===== config.mk =====
export PLATFORM = sky130hd
export DESIGN_NAME = rpn_stack_evaluator_core
export DESIGN_NICKNAME = d
export VERILOG_FILES = /design/src/hw/rtl/rpn_pkg.sv /design/src/hw/rtl/rpn_ram.sv /design/src/hw/rtl/rpn_alu.sv /design/src/hw/rtl/rpn_stack_evaluator_core.sv
export SDC_FILE = /design/constraint.sdc
export NUM_CORES = 2
export LEC_CHECK = 0
export BUFFER_PORTS_ARGS = -buffer_cell sky130_fd_sc_hd__buf_2
export CAP_MARGIN = 40
export CORE_MARGIN = 4
export CORE_UTILIZATION = 50
export DETAILED_ROUTE_END_ITERATION = 7
export GPL_ROUTABILITY_DRIVEN = 0
export PLACE_DENSITY = 0.65
export SETUP_SLACK_MARGIN = 0.3
export SLEW_MARGIN = 15
export SYNTH_ARGS = -nofsm -noshare
export SYNTH_HDL_FRONTEND = slang
export SYNTH_SLANG_ARGS = --single-unit

===== constraint.sdc =====
create_clock -name clk_i -period 10.8 [get_ports clk_i]
set_input_delay 2.7 -clock clk_i [delete_from_list [all_inputs] [get_ports clk_i]]
set_output_delay 2.7 -clock clk_i [all_outputs]
set_load 0.1 [all_outputs]

===== src/hw/rtl/rpn_pkg.sv =====
`default_nettype none
package rpn_pkg;

  localparam int unsigned StackDepthDefault = 64;

  localparam logic [2:0] StOk      = 3'd0;
  localparam logic [2:0] StUnder   = 3'd1;
  localparam logic [2:0] StOver    = 3'd2;
  localparam logic [2:0] StDivZero = 3'd3;
  localparam logic [2:0] StZeroNeg = 3'd4;

  localparam logic [2:0] OpAdd = 3'd0;
  localparam logic [2:0] OpSub = 3'd1;
  localparam logic [2:0] OpMul = 3'd2;
  localparam logic [2:0] OpDiv = 3'd3;
  localparam logic [2:0] OpPow = 3'd4;

  typedef struct packed {
    logic        req_type;
    logic [30:0] number_value;
    logic [2:0]  op_code;
    logic        last_token;
  } rpn_req_t;

  typedef struct packed {
    logic signed [31:0] result_value;
    logic [2:0]         status;
  } rpn_rsp_t;

  typedef struct packed {
    logic        start;
    logic [2:0]  op_code;
    logic [31:0] left;
    logic [31:0] right;
  } alu_cmd_t;

  typedef struct packed {
    logic        done;
    logic [31:0] result;
    logic [2:0]  error;
  } alu_rsp_t;

  typedef enum logic [3:0] {
    SIdle,
    SRead1,
    SRead2,
    SWait,
    SAluStart,
    SAluRun,
    SWrite,
    SLastRead,
    SLastWait,
    SOut
  } ctrl_state_e;

  typedef enum logic [2:0] {
    AIdle,
    ADiv,
    APow,
    ADone
  } alu_state_e;

endpackage
`default_nettype wire


===== src/hw/rtl/rpn_ram.sv =====
`default_nettype none
module rpn_ram #(
  parameter int unsigned Width = 32,
  parameter int unsigned Depth = 64
) (
  input  wire logic                     clk_i,
  input  wire logic                     we_i,
  input  wire logic [$clog2(Depth)-1:0] waddr_i,
  input  wire logic [Width-1:0]         wdata_i,
  input  wire logic [$clog2(Depth)-1:0] raddr_i,
  output logic      [Width-1:0]         rdata_o
);

  logic [Width-1:0] mem_q [Depth];

  always_ff @(posedge clk_i) begin
    if (we_i) begin
      mem_q[waddr_i] <= wdata_i;
    end
    rdata_o <= mem_q[raddr_i];
  end

endmodule
`default_nettype wire


===== src/hw/rtl/rpn_alu.sv =====
`default_nettype none
module rpn_alu
  import rpn_pkg::*;
(
  input  wire logic     clk_i,
  input  wire logic     rst_ni,
  input  wire alu_cmd_t cmd_i,
  output alu_rsp_t      rsp_o
);

  alu_state_e state_q, state_d;
  logic [31:0] res_q, res_d;
  logic [2:0]  err_q, err_d;
  logic [31:0] a_q, a_d;
  logic [31:0] b_q, b_d;
  logic [31:0] rem_q, rem_d;
  logic [5:0]  cnt_q, cnt_d;
  logic        neg_q, neg_d;
  logic        phase_q, phase_d;
  logic [31:0] mul_a, mul_b;
  logic [63:0] mul_p;
  logic [32:0] trial;
  logic [31:0] rem_sh;
  logic [31:0] la, ra;

  assign mul_p = {32'd0, mul_a} * {32'd0, mul_b};
  assign rem_sh = {rem_q[30:0], a_q[31]};
  assign trial = {1'b0, rem_sh} - {1'b0, b_q};
  assign la = cmd_i.left[31] ? (32'd0 - cmd_i.left) : cmd_i.left;
  assign ra = cmd_i.right[31] ? (32'd0 - cmd_i.right) : cmd_i.right;

  always_comb begin
    mul_a = res_q;
    mul_b = a_q;
    if (state_q == AIdle) begin
      mul_a = cmd_i.left;
      mul_b = cmd_i.right;
    end else if (phase_q) begin
      mul_a = a_q;
      mul_b = a_q;
    end
  end

  always_comb begin
    state_d = state_q;
    case (state_q)
      AIdle: begin
        if (cmd_i.start) begin
          if ((cmd_i.op_code == OpDiv) && (cmd_i.right != 32'd0)) begin
            state_d = ADiv;
          end else if ((cmd_i.op_code == OpPow) && !cmd_i.right[31]
                       && (cmd_i.right != 32'd0)) begin
            state_d = APow;
          end else begin
            state_d = ADone;
          end
        end
      end
      ADiv: if (cnt_q == 6'd31) state_d = ADone;
      APow: if (phase_q && (b_q[31:1] == 31'd0)) state_d = ADone;
      ADone: state_d = AIdle;
      default: state_d = AIdle;
    endcase
  end

  always_comb begin
    res_d = res_q;
    err_d = err_q;
    a_d = a_q;
    b_d = b_q;
    rem_d = rem_q;
    cnt_d = cnt_q;
    neg_d = neg_q;
    phase_d = phase_q;
    case (state_q)
      AIdle: begin
        if (cmd_i.start) begin
          err_d = StOk;
          cnt_d = '0;
          rem_d = '0;
          phase_d = 1'b0;
          case (cmd_i.op_code)
            OpAdd: res_d = cmd_i.left + cmd_i.right;
            OpSub: res_d = cmd_i.left - cmd_i.right;
            OpMul: res_d = mul_p[31:0];
            OpDiv: begin
              a_d = la;
              b_d = ra;
              res_d = '0;
              neg_d = cmd_i.left[31] ^ cmd_i.right[31];
              if (cmd_i.right == 32'd0) err_d = StDivZero;
            end
            OpPow: begin
              a_d = cmd_i.left;
              b_d = cmd_i.right;
              res_d = 32'd1;
              if (cmd_i.right[31]) begin
                if (cmd_i.left == 32'd1) begin
                  res_d = 32'd1;
                end else if (cmd_i.left == 32'hFFFF_FFFF) begin
                  res_d = cmd_i.right[0] ? 32'hFFFF_FFFF : 32'd1;
                end else begin
                  res_d = '0;
                  if (cmd_i.left == 32'd0) err_d = StZeroNeg;
                end
              end
            end
            default: res_d = '0;
          endcase
        end
      end
      ADiv: begin
        a_d = {a_q[30:0], 1'b0};
        cnt_d = cnt_q + 6'd1;
        if (!trial[32]) begin
          rem_d = trial[31:0];
          res_d = {res_q[30:0], 1'b1};
        end else begin
          rem_d = rem_sh;
          res_d = {res_q[30:0], 1'b0};
        end
        if ((cnt_q == 6'd31) && neg_q) begin
          res_d = 32'd0 - (!trial[32] ? {res_q[30:0], 1'b1} : {res_q[30:0], 1'b0});
        end
      end
      APow: begin
        if (!phase_q) begin
          if (b_q[0]) res_d = mul_p[31:0];
        end else begin
          a_d = mul_p[31:0];
          b_d = {1'b0, b_q[31:1]};
        end
        phase_d = !phase_q;
      end
      default: ;
    endcase
  end

  always_ff @(posedge clk_i or negedge rst_ni) begin
    if (!rst_ni) begin
      state_q <= AIdle;
      phase_q <= 1'b0;
      cnt_q <= '0;
    end else begin
      state_q <= state_d;
      phase_q <= phase_d;
      cnt_q <= cnt_d;
    end
  end

  always_ff @(posedge clk_i) begin
    res_q <= res_d;
    err_q <= err_d;
    a_q <= a_d;
    b_q <= b_d;
    rem_q <= rem_d;
    neg_q <= neg_d;
  end

  always_comb begin
    rsp_o.done = (state_q == ADone);
    rsp_o.result = res_q;
    rsp_o.error = err_q;
  end

endmodule
`default_nettype wire


===== src/hw/rtl/rpn_stack_evaluator_core.sv =====
// A push is written to the stack from the idle state; an operator reads the top two stack
// entries, starts the ALU and writes the result back, and the ALU iterates for divide and power.
// A last token then adds the top-of-stack read and the response register.
// One request at a time; the block is not ready while a request is in work.
// Reset clears the stack count, the error code and the order register; stack contents
// are not cleared.
`default_nettype none
module rpn_stack_evaluator_core
  import rpn_pkg::*;
#(
  parameter int unsigned StackDepth = StackDepthDefault
) (
  input  wire logic     clk_i,
  input  wire logic     rst_ni,
  input  wire logic     cfg_valid_i,
  output logic          cfg_ready_o,
  input  wire logic     cfg_data_i,
  input  wire logic     in_valid_i,
  output logic          in_ready_o,
  input  wire rpn_req_t in_data_i,
  output logic          out_valid_o,
  input  wire logic     out_ready_i,
  output rpn_rsp_t      out_data_o
);

  localparam int unsigned AddrW = $clog2(StackDepth);
  localparam int unsigned CntW = $clog2(StackDepth + 1);
  localparam logic [CntW-1:0] DepthC = CntW'(StackDepth);

  ctrl_state_e state_q, state_d;
  logic [CntW-1:0] cnt_q, cnt_d;
  logic [2:0]      err_q, err_d;
  logic            prefix_q;
  rpn_req_t        req_q;
  logic [31:0]     top_q, top_d;
  rpn_rsp_t        rsp_q, rsp_d;
  logic            out_valid_q, out_valid_d;
  logic            we;
  logic [AddrW-1:0] waddr, raddr;
  logic [31:0]     wdata, rdata;
  alu_cmd_t        cmd;
  alu_rsp_t        alu_rsp;

  rpn_ram #(.Width(32), .Depth(StackDepth)) u_ram (
    .clk_i  (clk_i),
    .we_i   (we),
    .waddr_i(waddr),
    .wdata_i(wdata),
    .raddr_i(raddr),
    .rdata_o(rdata)
  );

  rpn_alu u_alu (
    .clk_i (clk_i),
    .rst_ni(rst_ni),
    .cmd_i (cmd),
    .rsp_o (alu_rsp)
  );

  assign cfg_ready_o = (state_q == SIdle);
  assign in_ready_o = (state_q == SIdle) && !out_valid_q;
  assign out_valid_o = out_valid_q;
  assign out_data_o = rsp_q;

  always_comb begin
    state_d = state_q;
    case (state_q)
      SIdle: begin
        if (in_valid_i && in_ready_o) begin
          if (in_data_i.req_type == 1'b0) begin
            state_d = in_data_i.last_token ? SLastRead : SIdle;
          end else if (cnt_q < CntW'(2)) begin
            state_d = in_data_i.last_token ? SLastRead : SIdle;
          end else begin
            state_d = SRead1;
          end
        end
      end
      SRead1: state_d = SRead2;
      SRead2: state_d = SWait;
      SWait: state_d = SAluStart;
      SAluStart: state_d = SAluRun;
      SAluRun: if (alu_rsp.done) state_d = SWrite;
      SWrite: state_d = req_q.last_token ? SLastRead : SIdle;
      SLastRead: state_d = SLastWait;
      SLastWait: state_d = SOut;
      SOut: state_d = SIdle;
      default: state_d = SIdle;
    endcase
  end

  always_comb begin
    cnt_d = cnt_q;
    err_d = err_q;
    top_d = top_q;
    rsp_d = rsp_q;
    out_valid_d = out_valid_q;
    we = 1'b0;
    waddr = cnt_q[AddrW-1:0];
    wdata = 32'd0;
    raddr = AddrW'(cnt_q - CntW'(1));
    cmd = '0;
    if (out_valid_q && out_ready_i) out_valid_d = 1'b0;
    case (state_q)
      SIdle: begin
        if (in_valid_i && in_ready_o) begin
          if (in_data_i.req_type == 1'b0) begin
            if (cnt_q >= DepthC) begin
              if (err_q == StOk) err_d = StOver;
            end else begin
              we = 1'b1;
              wdata = {1'b0, in_data_i.number_value};
              cnt_d = cnt_q + CntW'(1);
            end
          end else if (cnt_q < CntW'(2)) begin
            if (err_q == StOk) err_d = StUnder;
          end
        end
      end
      SRead1: raddr = AddrW'(cnt_q - CntW'(1));
      SRead2: begin
        raddr = AddrW'(cnt_q - CntW'(2));
        top_d = rdata;
      end
      SWait: raddr = AddrW'(cnt_q - CntW'(2));
      SAluStart: begin
        cmd.start = 1'b1;
        cmd.op_code = req_q.op_code;
        cmd.left = prefix_q ? top_q : rdata;
        cmd.right = prefix_q ? rdata : top_q;
      end
      SWrite: begin
        we = 1'b1;
        waddr = AddrW'(cnt_q - CntW'(2));
        wdata = alu_rsp.result;
        cnt_d = cnt_q - CntW'(1);
        if (err_q == StOk) err_d = alu_rsp.error;
      end
      SOut: begin
        out_valid_d = 1'b1;
        rsp_d.status = err_q;
        rsp_d.result_value = '0;
        if (cnt_q == '0) begin
          if (err_q == StOk) rsp_d.status = StUnder;
        end else if (err_q == StOk) begin
          rsp_d.result_value = rdata;
        end
        cnt_d = '0;
        err_d = StOk;
      end
      default: ;
    endcase
  end

  always_ff @(posedge clk_i or negedge rst_ni) begin
    if (!rst_ni) begin
      state_q <= SIdle;
      cnt_q <= '0;
      err_q <= StOk;
      prefix_q <= 1'b0;
      out_valid_q <= 1'b0;
    end else begin
      state_q <= state_d;
      cnt_q <= cnt_d;
      err_q <= err_d;
      out_valid_q <= out_valid_d;
      if (cfg_valid_i && cfg_ready_o) prefix_q <= cfg_data_i;
    end
  end

  always_ff @(posedge clk_i) begin
    top_q <= top_d;
    rsp_q <= rsp_d;
    if (in_valid_i && in_ready_o) req_q <= in_data_i;
  end

  assert property (@(posedge clk_i) disable iff (!rst_ni) cnt_q <= DepthC)
    else $error("stack count beyond depth");
  assert property (@(posedge clk_i) disable iff (!rst_ni)
    (state_q == SOut) |=> (cnt_q == '0) && (err_q == StOk))
    else $error("stack not cleared after last token");
  assert property (@(posedge clk_i) disable iff (!rst_ni)
    (out_valid_q && (rsp_q.status != StOk)) |-> (rsp_q.result_value == '0))
    else $error("nonzero value with error status");

endmodule
`default_nettype wire


# [Word-level counts from Yosys, hierarchy flattened]
# Memories as Yosys holds them, arrays and structs flattened. A register that Yosys moved wholly into a read port is not among the register bits.
# Cells that the tools add are included.
[op_classes] n_mux=80 n_reduce_logical=39 multipliers=1 n_eq_ne=34 bitwise_logic=2 n_lt_le_gt_ge=2 add_sub_neg=10
[ops] operator="$mux 32" n=19
[ops] operator="$pmux 32 s2" n=4
[ops] operator="$pmux 32 s3" n=2
[ops] operator="$mux 31" n=5
[ops] operator="$pmux 32 s4" n=1
[ops] operator="$sub 1x32->32 const A" n=3
[ops] operator="$mux 68" n=1
[ops] operator="$logic_not 32->1" n=2
[ops] operator="$pmux 31 s2" n=1
[ops] operator="$mux 3" n=20
[ops] operator="$pmux 4 s9" n=1
[ops] operator="$sub 32x32->33" n=1
[ops] operator="$add 32x32->32" n=1
[ops] operator="$eq 32x1->1 const B" n=1
[ops] operator="$eq 32x32->1 const B" n=1
[ops] operator="$mul 32x32->32" n=1
[ops] operator="$reduce_bool 32->1" n=1
[ops] operator="$sub 32x32->32" n=1
[ops] operator="$logic_not 31->1" n=1
[ops] operator="$mux 7" n=3
[ops] operator="$pmux 7 s3" n=1
[ops] operator="$mux 6" n=3
[ops] operator="$pmux 3 s3" n=2
[ops] operator="$eq 4x3->1 const B" n=4
[ops] operator="other kinds (38)" n=88
[word_totals] ram_bits=2048 regBits=228 inputBits=42 out_inout_bits=38 n_memories=1 wordCells=188
[mem_list] memory="u_ram.mem_q" words=64 word_bits=32 rd=1 rd_clocked_by_memory_dff=1 wr=1 line_no="rpn_ram.sv:14" rtl="logic [Width-1:0] mem_q [Depth];"

# [Depth between registers and ports, before layout]
[depth] depth_word=9 mapped_depth=36 depth_no_buf=30

# [Cells and area by module]
# Synthesis repeated with hierarchy kept, for this count alone.
[unflattened] hier_cells=7158 hier_area_um2=112416.6
[modules_own_cells] module="rpn_ram" seq_area_each_um2=62139.6 area_per_inst_um2=78499.0 cells_per_inst=3323 n_inst=1
[modules_own_cells] module="rpn_alu" seq_area_each_um2=4129.0 area_per_inst_um2=28812.6 cells_per_inst=3361 n_inst=1
[modules_own_cells] module="rpn_stack_evaluator_core" seq_area_each_um2=2532.4 area_per_inst_um2=5104.9 cells_per_inst=474 n_inst=1

# [Least setup slack after synthesis]
# Ideal clock, no wire load.
[synth_path] path_type="reg2reg" start="reg u_alu.state_q[0]" end="reg u_alu.res_q[28], data pin" path_stages_with_launch=33 slack_ps=1706 t_arrival_ps=8822 period_less_slack_ps=9094 n_path_buf=6 setup_time_ps=272 t_required_ps=10528 cell_sequence="dfrtp_1 -> inv_1 -> ha_1 -> clkbuf_1 -> buf_1 -> clkbuf_1 -> clkbuf_1 -> clkbuf_1 -> o21a_1 -> buf_1 -> nor2_1 -> fa_1 -> inv_1 -> fa_1 -> fa_1 -> fa_1 -> inv_1 -> fa_1 -> inv_1 -> fa_1 -> inv_1 -> fa_1 -> fa_1 -> ha_1 -> a21o_1 -> a21o_1 -> a21oi_1 -> nand2_1 -> o211ai_1 -> a21oi_1 -> a41oi_1 -> a221oi_1 -> or4_1"
[synth_between] elab_chain_cells=6 word_cells_on_any_way=11 cone_classes="1 x mul; 2 x eq/ne; 7 x mux; 1 x reduce/logical"
[synth_rtl] item="from (decl)" line_no="rpn_alu.sv:11" rtl="alu_state_e state_q, state_d;"
[synth_rtl] item="from (signal assigned)" line_no="rpn_alu.sv:141" rtl="state_q <= AIdle;"
[synth_rtl] item="from (signal assigned)" line_no="rpn_alu.sv:145" rtl="state_q <= state_d;"
[synth_rtl] item="$logic_not 3->1" line_no="rpn_alu.sv:35, rpn_alu.sv:75"
[synth_rtl] item="$mux 32" line_no="rpn_alu.sv:35" rtl="if (state_q == AIdle) begin"
[synth_rtl] item="$mul 32x32->32" line_no="rpn_alu.sv:26" rtl="assign mul_p = {32'd0, mul_a} * {32'd0, mul_b};"
[synth_rtl] item="$pmux 32 s4 / $mux 32 (equally long branches)" line_no="rpn_alu.sv:82, rpn_alu.sv:128"
[synth_rtl] item="$mux 32 (on tied branches)" line_no="rpn_alu.sv:77, rpn_alu.sv:127"
[synth_rtl] item="$pmux 32 s3 (*)" line_no="rpn_alu.sv:75" rtl="case (state_q)"
[synth_rtl] item="via u_alu.res_d[28]" line_no="rpn_alu.sv:12" rtl="logic [31:0] res_q, res_d;"
[synth_rtl] item="to (signal assigned)" line_no="rpn_alu.sv:152" rtl="res_q <= res_d;"
[synth_rtl] item="to (decl)" line_no="rpn_alu.sv:12"
# Mark *: on every way through the listed nets, which the timed path passes. The rest lies on a longest branch. The select of a mux whose other input is x is not followed.
# A chain may end at the register's enable or synchronous reset.

# [Worst setup path in the final report]
[layout_path] start="reg prefix_q" end="reg u_alu.res_q[28], data pin"
[layout_between] elab_chain_cells=9 word_cells_on_any_way=19 cone_classes="2 x add/sub; 1 x mul; 2 x eq/ne; 14 x mux"
[layout_rtl] item="from (decl)" line_no="rpn_stack_evaluator_core.sv:33" rtl="logic prefix_q;"
[layout_rtl] item="from (signal assigned)" line_no="rpn_stack_evaluator_core.sv:167" rtl="if (cfg_valid_i && cfg_ready_o) prefix_q <= cfg_data_i;"
[layout_rtl] item="$mux 32 (on tied branches)" line_no="rpn_stack_evaluator_core.sv:129, rpn_stack_evaluator_core.sv:130"
[layout_rtl] item="$mux 68 (*)" line_no="rpn_stack_evaluator_core.sv:104" rtl="case (state_q)"
[layout_rtl] item="parallel branches: the longest is 6 deep, another holds $mul 32x32->32"
[layout_rtl] item="$pmux 32 s3 (*)" line_no="rpn_alu.sv:75"
[layout_rtl] item="via u_alu.res_d[28]" line_no="rpn_alu.sv:12"
# Mark *: on every way through the listed nets, which the timed path passes. The select of a mux whose other input is x is not followed.

==> impl_summary.txt <==
----------------------------------------------------
[Outcome]
  Status ... finished clean

[STA]
  Portion of the clock cycle consumed by the worst path in the final layout ... 89.9%
  Highest clock rate ... 0.103 GHz
  Setup repair after global routing missed its margin ... no
  Max-slew headroom ... 33.5%
  Aggregate negative setup slack ... 0 ns
  Slew Limit Fails ... 0
  Number of setup violations in the final report ... 0
  Period minus WS final ... 9.71 ns
  Hold violation total from the final report ... 0
  Worst-case clock skew ... 0.0809 ns
  Transition time at the pin with the least slew margin ... 0.990 ns
  Worst slack on hold paths ... 0.575 ns

[Routing]
  Number of DRC markers after the initial detailed-route iteration ... 9216
  Total vias in the final route ... 68.9k
  First-pass detailed-route iteration total ... 8
  Post-route antenna net violation count ... 0
  Final routed DRC violation total ... 0
  Vias per cell ... 6.35
  Detailed-route wire length ... 334000 um
  Drt wl/cell ... 30.8 um

[Finish]
  Relative area change from synthesis to final layout ... 11.8%
  Number of filler cells placed in the layout ... 17.7k
  Proportion of layout cells with a drive suffix above 1 ... 18.5%
  Final core utilization ... 56.2%
  Post-layout net count ... 8280
  Post-route non-filler standard cell count ... 10.9k

[Floorplan]
  Top-Level Pins ... 80
  Overall die height ... 486 um
  Die outline area ... 236000 sq um
  Initial core utilization ... 50.3%
  Number of cell rows ... 175
  Die width ... 486 um
  Placeable Area ... 227000 sq um

[Place]
  Number of input and output port buffers inserted ... 79
  Number of instances in the placed design ... 10.4k
  Dpl hpwl ... 220000 um

[Power]
  Worst IR Drop VDD ... 158 uV
  Net switching power ... 0.00351 W
  Static Leakage ... 38.7 nW
  Gate power share ... 0.1%
  Internal power ... 0.0143 W
  Overall power after layout ... 0.0178 W
  Clock share of power ... 45.7%
  Power Density ... 140 nW/um^2
  Net Sw Frac ... 19.7%
  Sequential group share of total power ... 54.2%

[Setup path]
  Required time of the critical path ... 11.38 ns
  Data arrival time at the worst-slack endpoint ... 10.30 ns
  Crit path largest cell delay ... 0.94 ns
  Critical Path Slowest Stage Cell ... dfrtp_4
  Crit path capture type ... register
  Critical path's most frequent cell ... fa_1
  Critical-path maximum fanout ... 58
  Kind of start point of the critical path ... register
  Category of the most critical setup path ... register to register

[Synth]
  Post-synthesis sequential element count ... 2306
  Biggest area contributors in the synthesized netlist ... edfxtp_1 59%, mux4_2 11%, fa_1 7.2%
  Post-synth ARST share ... 1.08%
  Dominant cell by count in the synthesized netlist ... edfxtp_1
  Mean Syn Cell Area ... 15.3 sq um
  Number of warnings issued by yosys ... 0
  Most frequent cells after synthesis ... 2249 x edfxtp_1, 580 x nor2_1, 544 x mux4_2
  Top cell type by total area after synthesis ... edfxtp_1
  Most used DFF post-synth ... edfxtp_1
  Share of the synthesized area in the top cell type ... 59.1%
  EDFF count, synth ... 2249
  Distinct cell type count of the synthesized netlist ... 100
  Number of instances in the synthesized netlist ... 7460
  Post-Synthesis Net Count ... 8114
  Mapped Area ... 114000 sq um
  Share of the yosys chip area belonging to registers ... 60.2%

[Clock tree]
  Clock slew at the register clock pins of the worst setup and hold paths ... 0.06 ns
  Total clock buffers created by CTS ... 231
  Clk_lat worst skew ... 0.89 ns
  Hold bufs inserted after CTS ... 0
  Number of sinks handled by clock tree synthesis ... 2306
  Gates resized, CTS repair ... 0
  CTS tree ... built
  Clock tree buffer depth ... 3
  Count of H-tree levels built during CTS ... 4
  Setup repair bufs after CTS ... 0
  Root Buffer Master ... clkbuf_16

[GRT]
  Global-route wire length before repair ... 484000 um
  GRT Resource Usage Total ... 28.3%
  Antenna violations before repair ... 14
  Largest net degree at the start of global routing ... 135
  Number of global-route vias before repair ... 68.7k
  Aggregate global routing overflow ... 0

[Worst hold path]
  Hold Path Class ... register to register

[Run]
  Max_cap viols ... 0

----------------------------------------------------
==> per-stage QoR <==
step	worst slack (ns)	cell area, sq um
6_report	1.09	128000
5_1_grt	0.821	128000
4_1_cts	1.11	128000
3_5_place_dp	1.11	120000
3_3_place_gp	1.31	119000
2_1_floorplan	1.71	114000
==> state kept, by name, indices dropped and copies added (netlist names), 3 cells and up <==
signal         flops
u_ram.rdata_o     32
out_data_o        35
top_q             32
u_ram.mem_q     2048
req_q              4
u_alu.a_q         32
u_alu.cnt_q        6
u_alu.rem_q       31
state_q            4
cnt_q              7
u_alu.res_q       32
err_q              3
u_alu.b_q         32
==> critical path: cells and delay by family (launching register included) <==
kind | cells | cell delay (ns)
buffers and inverters | 4 | 0.24
muxes | 1 | 0.72
adders and majority gates | 9 | 4.36
DFF | 1 | 0.94
and+or+nand+nor | 5 | 1.12
AOI/OAI and AO/OA | 8 | 2.03
==> layout make-up <==
cell class / instances / area [sq um] / area share, %
clock buffers: 303 / 6150 / 4.82
clock inverters: 136 / 1670 / 1.30
inverters: 459 / 1720 / 1.35
flip-flops and latches: 2306 / 68800 / 53.9
diodes: 9 / 22.5 / 0.0176
well taps: 3009 / 3760 / 2.95
multi-input cells: 4300 / 42800 / 33.5
repair buffers: 328 / 2720 / 2.13
==> cell families (layout without fill, tap and decap cells) <==
kind of cell | Yosys count | in the layout | synth area share, %
muxes | 793 | 793 | 13.0
buffers and inverters | 854 | 1226 | 2.98
and+or+nand+nor | 1560 | 1560 | 6.38
adders and majority gates | 612 | 612 | 9.40
other | 0 | 9 | 0
DFF | 2306 | 2306 | 60.2
AOI/OAI and AO/OA | 1116 | 1116 | 6.32
xor gates and xnor gates | 219 | 219 | 1.69
==> per-layer routing <==
metal | global-route usage, % | wire length (um)
met5 | 0.163 | 52
met4 | 13.4 | 19000
met3 | 7.02 | 33400
met2 | 43.5 | 153000
met1 | 38.2 | 128000
==> worst paths after layout <==
| check | slack (ns) | startpoint | endpoint | cells after the start |
|---|---|---|---|---|
| setup / recovery | 1.09 | prefix_q | u_alu.res_q[28] | 27 |
| hold / removal | 0.57 | out_valid_o | out_valid_o | 2 |
| setup reg to reg | 1.09 | prefix_q | u_alu.res_q[28] | 27 |
| hold reg to reg | 0.57 | out_valid_o | out_valid_o | 2 |
| max in group asynchronous | 8.26 | rst_ni | prefix_q | 1 |
| min in group asynchronous | 1.90 | rst_ni | u_alu.state_q[1] | 1 |
==> power groups by stage <==
| stage | combinational (W) | clock (W) | sequential, W |
|---|---|---|---|
| floorplan | 0.000000562 | 0 | 0.00985 |
| global placement | 0.0000233 | 0 | 0.00985 |
| detailed placement | 0.0000233 | 0 | 0.00985 |
| CTS | 0.0000235 | 0.00828 | 0.00966 |
| global route | 0.0000237 | 0.00867 | 0.00966 |
| finish | 0.0000234 | 0.00816 | 0.00966 |
==> placed cells by master, fill, tap and decap left out, drive strengths merged, types with 202 or more instances in the layout <==
master and n:
nor2 583, buf 327, inv 464, edfxtp 2249
clkbuf 304, mux4 544, fa 410, ha 202
nand2 416, a21oi 356
No activity file was read; power rests on OpenSTA's default activity.
